===== src/lkvc_pkg.sv =====
// Shared types and constants for the LRU key/value cache core.
// Used by every module of the block; depends on nothing else.
package lkvc_pkg;

    localparam int ENTRIES    = 128;
    localparam int KEY_BITS   = 64;
    localparam int DATA_BITS  = 32;
    localparam int GROUP_SIZE = 16;
    localparam int NGROUPS    = (ENTRIES + GROUP_SIZE - 1) / GROUP_SIZE;
    localparam int CNT_BITS   = $clog2(ENTRIES + 1);
    localparam int CMP_BITS   = (CNT_BITS > 8) ? CNT_BITS : 8;

    localparam logic [7:0] CAP_RESET = 8'd100;

    localparam logic [1:0] REQ_GET    = 2'd0;
    localparam logic [1:0] REQ_PUT    = 2'd1;
    localparam logic [1:0] REQ_REMOVE = 2'd2;

    typedef struct packed {
        logic                 valid;
        logic [KEY_BITS-1:0]  key;
        logic [DATA_BITS-1:0] data;
    } t_entry;

    typedef enum logic [1:0] {
        CELL_HOLD,
        CELL_FROM_LOWER,
        CELL_FROM_UPPER,
        CELL_CLEAR
    } t_cell_op;

    typedef enum logic [2:0] {
        ST_IDLE,
        ST_CMP,
        ST_RED1,
        ST_RED2,
        ST_UPD
    } t_state;

endpackage


===== src/lkvc_cell.sv =====
// One cell of the recency chain: holds one entry and compares its key.
// Depends on lkvc_pkg.
module lkvc_cell (
    input  logic                              i_clk,
    input  logic                              i_rst_n,
    input  lkvc_pkg::t_cell_op                i_op,
    input  lkvc_pkg::t_entry                  i_lower,
    input  lkvc_pkg::t_entry                  i_upper,
    input  logic [lkvc_pkg::KEY_BITS-1:0]     i_key,
    output lkvc_pkg::t_entry                  o_entry,
    output logic                              o_match
);
    import lkvc_pkg::*;

    logic                 r_valid, n_valid;
    logic [KEY_BITS-1:0]  r_key, n_key;
    logic [DATA_BITS-1:0] r_data, n_data;

    always_comb begin
        n_valid = r_valid;
        n_key   = r_key;
        n_data  = r_data;
        case (i_op)
            CELL_FROM_LOWER: begin
                n_valid = i_lower.valid;
                n_key   = i_lower.key;
                n_data  = i_lower.data;
            end
            CELL_FROM_UPPER: begin
                n_valid = i_upper.valid;
                n_key   = i_upper.key;
                n_data  = i_upper.data;
            end
            CELL_CLEAR: begin
                n_valid = 1'b0;
            end
            default: begin
                n_valid = r_valid;
            end
        endcase
    end

    always_ff @(posedge i_clk) begin
        if (!i_rst_n) begin
            r_valid <= 1'b0;
        end else begin
            r_valid <= n_valid;
        end
    end

    always_ff @(posedge i_clk) begin
        r_key  <= n_key;
        r_data <= n_data;
    end

    assign o_entry = '{valid: r_valid, key: r_key, data: r_data};
    assign o_match = r_valid && (r_key == i_key);

endmodule


===== config.mk =====
export PLATFORM = sky130hd
export DESIGN_NAME = lkvc_cell
export DESIGN_NICKNAME = d
export VERILOG_FILES = /design/src/lkvc_pkg.sv /design/src/lkvc_cell.sv
export SDC_FILE = /design/constraint.sdc
export NUM_CORES = 1
export LEC_CHECK = 0
export CAP_MARGIN = 15
export CORE_AREA = 5 5 139 141
export CTS_BUF_LIST = sky130_fd_sc_hd__clkbuf_8
export CTS_CLUSTER_SIZE = 20
export DETAILED_ROUTE_END_ITERATION = 12
export DIE_AREA = 0 0 144 146
export DONT_BUFFER_PORTS = 1
export RECOVER_POWER = 100
export SETUP_SLACK_MARGIN = 0.05
export SLEW_MARGIN = 0
export SYNTH_ARGS = -nofsm -noshare
export SYNTH_HDL_FRONTEND = slang
export SYNTH_SLANG_ARGS = --single-unit

===== constraint.sdc =====
create_clock -name i_clk -period 4.2 [get_ports i_clk]
set_input_delay 0.84 -clock i_clk [delete_from_list [all_inputs] [get_ports i_clk]]
set_output_delay 0.84 -clock i_clk [all_outputs]
set_load 0.01 [all_outputs]

==> reports/metrics.csv, run 1 <==
stage;metric;value;unit
outcome;outcome;finished, violations left;
outcome;violations;max-capacitance violations, max-slew violations;
placement;routabilityCongestion;0.779;
final_layout;layout_commonest_cell;edfxtp_1;
global_route;grt_start_max_net_pins;99;
routing;dr.pass1.iters;4;
die;die-area;21000;um^2
die;core_region_area;17800;um^2
routing;wl_per_cell;25.3;um
setup_path;start_kind;primary input;
final_layout;areaGrowthSynthToFinish;9.26;%
routing;drcViolationCount;0;
min_path;hold_path_class;primary input to flop;
clock_network;cts_tree;done;
timing;setup_viol;0;
die;io_pins;360;
final_layout;diodes;0;
global_route;grt_antenna_before_repair;1;
timing;slew_headroom;-0.592;
placement;place_inst;533;
timing;maxSlewViolCount;141;
global_route;track_usage;0.123;
power_and_ir_drop;power.density;440;nW/um^2
clock_network;cts_hold_buffers;0;
setup_path;cp.arrival;3.54;ns
placement;portBuffers;0;
clock_network;clk_latency;0.35;ns
setup_path;required;4.17;ns
timing;clock_skew;0;ns
die;rows;49;
final_layout;layout_common_cells;edfxtp_1, mux2_2, mux2_1;
global_route;grt_pass1_vias;3161;
timing;clock.fmax;280;MHz
clock_network;post_cts_resized;0;
flow_run;drv_cap;2;
setup_path;crit_type;primary input to flop;
timing;rsz0062_at_grt;no;
routing;drtIter0Drc;59;
final_layout;nNetsFinal;580;
timing;timing.final.crit_share;0.851;
routing;via_count;2658;
yosys;ys_seq_elements;97;
setup_path;cp-end-kind;flop;
setup_path;critPathTopFamily;adder cells;
setup_path;slowest_delay;1.37;ns
yosys;syn_inst;314;
timing;tightest_slew;2.39;ns
global_route;grt_pass1_wl;18800;um
clock_network;cts_setup_buffers;0;
clock_network;path_clk_slew;0.09;ns
routing;avgViaCountPerCell;4.85;
final_layout;drive_gt1_frac;0.241;
setup_path;r2r-start;r_valid;
clock_network;cts-htree-levels;3;
final_layout;post-route-util;0.297;
clock_network;clkSinkCount;97;
power_and_ir_drop;vdd_drop_max;0.192;mV
setup_path;worst-path-stages;3;
global_route;grt-ovfl-total;0;
timing;min_period;3.57;ns
routing;wl;13900;um
setup_path;reg2reg_depth;3;
setup_path;critPathMaxFanout;56;
placement;dp_hpwl;11400;um
yosys;syn_nets;579;
yosys;synth_seq_area_share;0.598;
yosys;synth.avg_cell_area;15.4;um^2
die;initial_core_util;0.272;
power_and_ir_drop;leakagePower;1.72;nW
clock_network;clockBufferDepth;2;
yosys;syn-cell-area;4850;um^2
yosys;synth.distinct_cells;27;
setup_path;slowest_stage;ha_1;
setup_path;critical_path.startpoint;i_op[0];
die;die_h;146;um
clock_network;cts_made_buffers;9;
min_path;hold_depth;1;
timing;tns;0;ns
final_layout;stdcell_count;548;
die;die_width;144;um
timing;hold_violations;0;
yosys;synth_warnings;0;
clock_network;ctsRootBufferMaster;clkbuf_8;
min_path;min_from;i_rst_n;
routing;ant_nets;0;
setup_path;path_buf_inv;2;
setup_path;crit_chain;inv_1, ha_1, clkbuf_2;
[path summary, 6_finish.rpt]
check,end,slack [ns]
worst min-delay path,r_valid,0.60
worst max register to register,r_valid,3.39
worst min register to register,r_valid,0.73
worst max-delay path,r_key[45],0.63
[metal layers]
metal | wire length (um) | GRT usage | part of all wire | up-vias
met5 | 0 | 0 | 0 | -
met4 | 244 | 0.0490 | 0.018 | 0
li1 | - | - | - | 1187
met3 | 1690 | 0.0503 | 0.12 | 14
met1 | 4580 | 0.116 | 0.33 | 1229
met2 | 7380 | 0.229 | 0.53 | 228
[metrics by stage]
stage               hold WS [ns]  cell area [um^2]  total power, mW  setup slack, ns
finish                     0.601              5300             2.33            0.627
global route               0.577              5300             2.45            0.367
CTS                        0.557              5350             2.39            0.592
detailed placement         0.736              5140             1.72            0.746
global placement           0.741              5140             1.71            0.796
floorplan                  0.550              4850             1.61            0.692
[registers in the layout, summed over array words and instances, names as in the netlist]
name     count
r_key       64
r_data      32
r_valid      1
[power breakdown]
group / internal [mW] / leakage (nW) / total (mW) / switching [mW]
Sequential: 1.24 / 0.948 / 1.42 / 0.179
Combinational: 0.132 / 0.659 / 0.260 / 0.128
Clock: 0.331 / 0.108 / 0.651 / 0.320
[kinds of logic after synthesis]
group | Yosys count | synth area share
flip-flops | 97 | 0.598
multiplexers | 96 | 0.223
XOR/XNOR | 51 | 0.0921
buffers and inverters | 27 | 0.0245
AND/OR/NAND/NOR | 25 | 0.0317
AO/OA/AOI/OAI | 15 | 0.0227
adder cells (fa/ha/maj) | 3 | 0.00774
[synthesized netlist by cell type]
cell	instances	area share
nand2_1	3	0.0023
mux2_1	30	0.070
nand3_1	1	0.0010
xnor2_1	32	0.058
edfxtp_1	96	0.59
nor3b_1	1	0.0015
buf_2	11	0.011
nor4_2	1	0.0026
nor4_1	7	0.0090
buf_4	1	0.0015
xor2_1	19	0.034
o22ai_1	4	0.0052
nand4_1	10	0.013
dfxtp_1	1	0.0041
inv_2	1	0.00077
a221oi_1	4	0.0072
and2_1	1	0.0013
o2111ai_1	1	0.0018
o2bb2ai_1	3	0.0054
inv_1	13	0.010
o21ai_1	1	0.0010
mux2_2	66	0.15
o21ai_0	1	0.0010
nor3_1	1	0.0010
ha_1	3	0.0077
a21oi_1	1	0.0010
clkinv_1	1	0.00077
[final cells by class]
type / count / area [um^2]
flip-flops and latches: 97 / 2900
clock inverters: 6 / 85.1
well taps: 229 / 287
fillers: 1809 / 12500
inverters: 15 / 56.3
clock buffers: 9 / 124
multi-input cells: 190 / 1840
repair buffers: 2 / 10.0
Power figures use the tool's default switching activity.
==> run 2, diff against run 1 <==
--- a/config.mk
+++ b/config.mk
@@ -5,12 +5,13 @@
 export SDC_FILE = /design/constraint.sdc
 export NUM_CORES = 1
 export LEC_CHECK = 0
+export ABC_AREA = 1
 export CAP_MARGIN = 15
-export CORE_AREA = 5 5 139 141
+export CORE_AREA = 5 5 136 138
 export CTS_BUF_LIST = sky130_fd_sc_hd__clkbuf_8
 export CTS_CLUSTER_SIZE = 20
 export DETAILED_ROUTE_END_ITERATION = 12
-export DIE_AREA = 0 0 144 146
+export DIE_AREA = 0 0 141 143
 export DONT_BUFFER_PORTS = 1
 export RECOVER_POWER = 100
 export SETUP_SLACK_MARGIN = 0.05
==> reports/metrics.csv, run 2 <==
stage;metric;value;unit;change
setup_path;critical_path.startpoint;i_op[0];;
routing;drtIter0Drc;169;;+190%
power_and_ir_drop;leakagePower;2.68;nW;+57%
setup_path;r2r-start;r_valid;;
routing;avgViaCountPerCell;4.60;;-5.2%
timing;setup_viol;0;;unchanged
die;rows;48;;-2.0%
timing;clock_skew;0;ns;unchanged
min_path;hold_path_class;primary input to flop;;
final_layout;regArea;2900;um^2;unchanged
final_layout;fill_cells;1762;;-2.6%
power_and_ir_drop;vdd_drop_max;0.169;mV;-12%
setup_path;start_kind;primary input;;
outcome;outcome;finished, violations left;;
outcome;violations;max-capacitance violations, max-slew violations;;
setup_path;slowest_delay;1.82;ns;+0.45 ns
die;die-area;20200;um^2;-4.1%
final_layout;reg.largest.list;r_key x64, r_data x32, r_valid x1;;
clock_network;post_cts_resized;0;;unchanged
timing;timing.final.crit_share;0.809;;-0.0417
final_layout;layout_commonest_cell;nand2_1;;
yosys;synth.distinct_cells;20;;-26%
timing;clock.fmax;294;MHz;+5.2%
power_and_ir_drop;power;2.35;mW;+0.65%
yosys;synth_area_leaders;edfxtp_1, nand2_1, inv_1;;
routing;wl;16900;um;+22%
placement;portBuffers;0;;unchanged
final_layout;nNetsFinal;928;;+60%
clock_network;clockBufferDepth;2;;unchanged
die;io_pins;360;;unchanged
final_layout;multi_input_area;1980;um^2;+7.8%
yosys;synth-simple-area-share;0.316;;+0.284
timing;tns;0;ns;unchanged
final_layout;layout_common_cells;nand2_1, edfxtp_1, inv_1;;
timing;rsz0062_at_grt;no;;
clock_network;clkSinkCount;97;;unchanged
setup_path;critPathMaxFanout;57;;+1.8%
yosys;ys_seq_elements;97;;unchanged
setup_path;worstReg2RegEnd;r_valid;;
yosys;synth_compound_area_frac;0.0216;;-0.00109
yosys;async_flop_share;0;;unchanged
die;core_region_area;17100;um^2;-4.4%
min_path;min_from;i_rst_n;;
setup_path;required;4.21;ns;+0.04 ns
global_route;track_usage;0.158;;+0.0353
timing;hold_violations;0;;unchanged
yosys;syn_nets;935;;+61%
timing;maxSlewViolCount;254;;+80%
yosys;ys.flop_type;edfxtp_1;;
setup_path;reg2reg_depth;2;;-1
min_path;hold_depth;2;;+1
clock_network;cts_tree;done;;
yosys;synth_edf_count;96;;unchanged
setup_path;crit_type;primary input to flop;;
routing;via_count;4107;;+55%
setup_path;rrSetupSlack;3.47;ns;+0.08 ns
yosys;synth_fa_ha_area_frac;0.00712;;-0.000615
clock_network;cts_hold_buffers;0;;unchanged
placement;dp_hpwl;14000;um;+23%
die;die_width;141;um;-2.1%
min_path;holdPathEnd;r_valid;;
final_layout;drive_gt1_frac;0.0314;;-0.210
yosys;synth_mux_area_frac;0;;-0.223
placement;routabilityCongestion;0.908;;+17%
final_layout;regMostFlops;r_key;;
final_layout;largest_register_ffs;64;;unchanged
setup_path;slowest_stage;ha_1;;
timing;slew_headroom;-0.503;;+0.0882
global_route;grt_pass1_wl;23300;um;+24%
clock_network;cts_made_buffers;9;;unchanged
clock_network;cts_setup_buffers;0;;unchanged
yosys;synth_top_family_by_area;simple AND/OR/NAND/NOR gates;;
yosys;syn_inst;670;;+110%
global_route;grt_antenna_before_repair;0;;-1
timing;tightest_slew;2.26;ns;-0.132 ns
yosys;yosys-top-cells-count;nand2_1, edfxtp_1, inv_1;;
global_route;grt-ovfl-total;0;;unchanged
routing;ant_nets;0;;unchanged
final_layout;areaGrowthSynthToFinish;6.65;%;
yosys;syn-cell-area;5270;um^2;+8.6%
setup_path;cp-end-kind;flop;;
routing;dr.pass1.iters;5;;+1
yosys;post-synth-top-count-cell;nand2_1;;
setup_path;crit_chain;inv_1, ha_1, clkbuf_2;;
clock_network;cts-htree-levels;3;;unchanged
global_route;grt_start_max_net_pins;99;;unchanged
yosys;yosysTopAreaCell;edfxtp_1;;
clock_network;clk_latency;0.37;ns;+0.02 ns
routing;drcViolationCount;0;;unchanged
yosys;synth_top_area_share;0.547;;-0.0473
die;initial_core_util;0.309;;+0.0371
yosys;synth_xor_area_frac;0.0316;;-0.0605
die;die_h;143;um;-2.1%
routing;wl_per_cell;19.0;um;-25%
final_layout;diodes;0;;unchanged
global_route;grt_pass1_vias;3972;;+26%
setup_path;cp.arrival;3.41;ns;-0.13 ns
yosys;synth_seq_area_share;0.551;;-0.0476
flow_run;drv_cap;3;;+1
yosys;synth.avg_cell_area;7.87;um^2;-49%
power_and_ir_drop;power.density;418;nW/um^2;-5.1%
yosys;synth_warnings;0;;unchanged
clock_network;path_clk_slew;0.10;ns;about the same
timing;min_period;3.40;ns;-0.175 ns
clock_network;ctsRootBufferMaster;clkbuf_8;;
run 2: cell count changes after synthesis, sizes merged, moves of 8 or more:
| cell | previous run | this run |
|---|---|---|
| nand4 | 10 | 1 |
| mux2 | 96 | 0 |
| inv | 14 | 67 |
| xnor2 | 32 | 13 |
| nor4 | 8 | 0 |
| nand2 | 3 | 395 |
| nor2 | 0 | 42 |
| o21ai | 2 | 12 |
| xor2 | 19 | 6 |
run 2: worst max path at each step:
stage / to
after detailed placement: o_match
after CTS: o_match
after global routing: r_key[14]
after floorplan: r_data[0]
final: r_key[14]
after global placement: o_match
run 2: layout make-up:
class	instances	area share
Clock buffer	9	0.0220
Clock inverter	7	0.0107
Inverter	67	0.0450
Multi-Input combinational cell	484	0.352
Sequential cell	97	0.516
Tap cell	225	0.0501
Timing Repair Buffer	4	0.00356
run 2: worst max-delay path: cells and delay by family:
family,cells,cell delay [ns]
buffers and inverters,2,0.72
adder cells (fa/ha/maj),1,1.82
run 2: cells by family (layout without fill, tap and decap cells):
kind of cell,Yosys count,count (layout)
compound gates,21,21
xor+xnor,19,19
fa+ha+maj,3,3
buf+inv,89,87
flops,97,97
simple gates,441,441
run 2: routing by layer:
layer,GRT usage,part of all wire,vias up
met2,0.283,0.51,254
met1,0.174,0.37,1782
met5,0,0,-
li1,-,-,2047
met4,0.0678,0.027,0
met3,0.0476,0.097,24
run 2: where the power goes:
| group | leakage (nW) | switching (mW) | internal, mW | total, mW |
|---|---|---|---|---|
| Sequential | 0.945 | 0.194 | 1.25 | 1.44 |
| Combinational | 1.64 | 0.207 | 0.110 | 0.317 |
| Clock | 0.0965 | 0.364 | 0.227 | 0.591 |
run 2: through the flow:
| stage | hold WS, ns | worst slack (ns) | instance area [um^2] | instances | utilization |
|---|---|---|---|---|---|
| finish | 0.607 | 0.802 | 5620 | 893 | 0.330 |
| global route | 0.604 | 0.571 | 5620 | 893 | 0.330 |
| CTS | 0.574 | 1.31 | 5660 | 893 | 0.332 |
| detailed placement | 0.620 | 1.54 | 5470 | 877 | 0.321 |
| global placement | 0.616 | 1.51 | 5470 | 877 | 0.321 |
| floorplan | 0.524 | 0.692 | 5270 | 670 | - |
==> run 3, diff against run 2 <==
--- a/config.mk
+++ b/config.mk
@@ -5,13 +5,13 @@
 export SDC_FILE = /design/constraint.sdc
 export NUM_CORES = 1
 export LEC_CHECK = 0
-export ABC_AREA = 1
+export ABC_AREA = 0
 export CAP_MARGIN = 15
-export CORE_AREA = 5 5 136 138
+export CORE_AREA = 5 5 139 141
 export CTS_BUF_LIST = sky130_fd_sc_hd__clkbuf_8
 export CTS_CLUSTER_SIZE = 20
 export DETAILED_ROUTE_END_ITERATION = 12
-export DIE_AREA = 0 0 141 143
+export DIE_AREA = 0 0 144 146
 export DONT_BUFFER_PORTS = 1
 export RECOVER_POWER = 100
 export SETUP_SLACK_MARGIN = 0.05
==> constraint.sdc (replaced) <==
create_clock -name i_clk -period 2.8 [get_ports i_clk]
set_input_delay 0.56 -clock i_clk [delete_from_list [all_inputs] [get_ports i_clk]]
set_output_delay 0.56 -clock i_clk [all_outputs]
set_load 0.01 [all_outputs]
==> reports/metrics.csv, run 3 (same netlist as run 1, synthesis figures left out) <==
stage;metric;value;unit;change
clock_network;cts_tree;done;;
global_route;grt-ovfl-total;0;;unchanged
routing;drcViolationCount;0;;unchanged
routing;avgViaCountPerCell;4.85;;+5.4%
routing;drtIter0Drc;94;;-44%
setup_path;start_kind;flop;;
clock_network;cts-htree-levels;3;;unchanged
final_layout;nNetsFinal;586;;-37%
die;rows;49;;+2.1%
clock_network;clk_latency;0.36;ns;about the same
final_layout;areaGrowthSynthToFinish;10.6;%;
routing;wl_per_cell;24.9;um;+31%
die;initial_core_util;0.272;;-0.0371
clock_network;cts_made_buffers;9;;unchanged
setup_path;critPathMaxFanout;2;;-96%
clock_network;clockBufferDepth;2;;unchanged
final_layout;stdcell_count;555;;-38%
timing;hold_violations;0;;unchanged
die;core_region_area;17800;um^2;+4.6%
timing;clock.fmax;361;MHz;
final_layout;layout_commonest_cell;edfxtp_1;;
routing;wl;13800;um;-18%
min_path;min_from;i_rst_n;;
global_route;grt_start_max_net_pins;97;;-2.0%
die;die_h;146;um;+2.1%
timing;min_period;2.77;ns;
global_route;grt_antenna_before_repair;0;;unchanged
setup_path;critical_path.startpoint;r_key[1];;
clock_network;clkSinkCount;97;;unchanged
timing;rsz0062_at_grt;yes;;
setup_path;required;2.24;ns;-1.97 ns
setup_path;cp.arrival;2.21;ns;-1.20 ns
timing;timing.final.crit_share;0.988;;
die;die-area;21000;um^2;+4.3%
routing;via_count;2690;;-35%
min_path;hold_path_class;primary input to flop;;
global_route;track_usage;0.123;;-0.0346
power_and_ir_drop;leakagePower;1.76;nW;-34%
placement;portBuffers;0;;unchanged
setup_path;r2r-start;r_valid;;
timing;slew_headroom;0.115;;+0.618
timing;tightest_slew;1.33;ns;-0.927 ns
clock_network;path_clk_slew;0.10;ns;about the same
clock_network;cts_setup_buffers;0;;unchanged
setup_path;crit_type;flop to output pin;;
timing;maxSlewViolCount;0;;-100%
final_layout;largest_register_ffs;64;;unchanged
timing;setup_viol;0;;unchanged
global_route;grt_pass1_vias;3284;;-17%
clock_network;ctsRootBufferMaster;clkbuf_8;;
routing;dr.pass1.iters;4;;-1
outcome;outcome;complete, no violations;;
placement;routabilityCongestion;0.803;;-12%
power_and_ir_drop;power.density;645;nW/um^2;+54%
routing;ant_nets;0;;unchanged
clock_network;cts_hold_buffers;0;;unchanged
final_layout;regMostFlops;r_key;;
placement;dpl-instance-area;5180;um^2;-5.3%
final_layout;reg.largest.list;r_key x64, r_data x32, r_valid x1;;
final_layout;diodes;0;;unchanged
placement;place_inst;539;;-39%
final_layout;layout_common_cells;edfxtp_1, mux2_2, mux2_1;;
die;io_pins;360;;unchanged
setup_path;cp-end-kind;output pin;;
timing;clock_skew;0;ns;unchanged
final_layout;drive_gt1_frac;0.270;;+0.239
final_layout;final_cell_area;5370;um^2;-4.5%
placement;dp_hpwl;11400;um;-19%
global_route;grt_pass1_wl;19100;um;-18%
power_and_ir_drop;vdd_drop_max;0.301;mV;+77%
flow_run;drv_cap;0;;-3
die;die_width;144;um;+2.1%
run 3: cell type report:
| class | instances | area [um^2] |
|---|---|---|
| clock buffers | 9 | 124 |
| clock inverters | 7 | 73.8 |
| fillers | 1814 | 12500 |
| well taps | 229 | 287 |
| flip-flops and latches | 97 | 2900 |
| repair buffers | 8 | 47.5 |
| multi-input cells | 190 | 1880 |
| inverters | 15 | 56.3 |
run 3: repair_timing:
action / in CTS / in global routing
gates resized for setup: 4 / 2
setup endpoints to repair: 1 / 1
pin swaps: 9 / 7
run 3: final timing paths:
path,end,slack (ns),cells after the start
setup / recovery,o_match,0.03,6
hold reg to reg,r_valid,0.73,3
hold / removal,r_valid,0.31,1
setup reg to reg,r_valid,1.98,3
run 3: worst max-delay path, cell delays in order (launching register included):
cell and delay [ns]:
edfxtp_1 0.49, xnor2_1 0.22, nand4_1 0.19, nor4_4 0.37, nand4_1 0.15, nor4_2 0.24
buf_4 0.17
run 3: stage by stage:
step	hold WS (ns)	TNS (ns)	total power, mW	setup slack (ns)	util
5_1_grt	0.269	-0.173	3.64	-0.173	0.301
3_3_place_gp	0.683	0	2.57	0.100	0.291
4_1_cts	0.263	-0.0803	3.56	-0.0803	0.303
6_report	0.307	0	3.46	0.0335	0.301
2_1_floorplan	0.549	0	2.41	0.407	-
3_5_place_dp	0.686	0	2.58	0.0217	0.291
run 3: report_power, final:
group / switching (mW) / leakage (nW) / internal (mW) / total, mW
clock: 0.512 / 0.102 / 0.422 / 0.933
combinational: 0.200 / 0.712 / 0.201 / 0.400
sequential: 0.266 / 0.948 / 1.86 / 2.13
total: 0.978 / 1.76 / 2.49 / 3.46
run 3: routing by layer:
metal	vias up	global-route usage	routed length [um]
li1	1205	-	-
met2	223	0.226	7360
met1	1248	0.120	4550
met4	0	0.0518	272
met5	-	0	0
met3	14	0.0493	1630
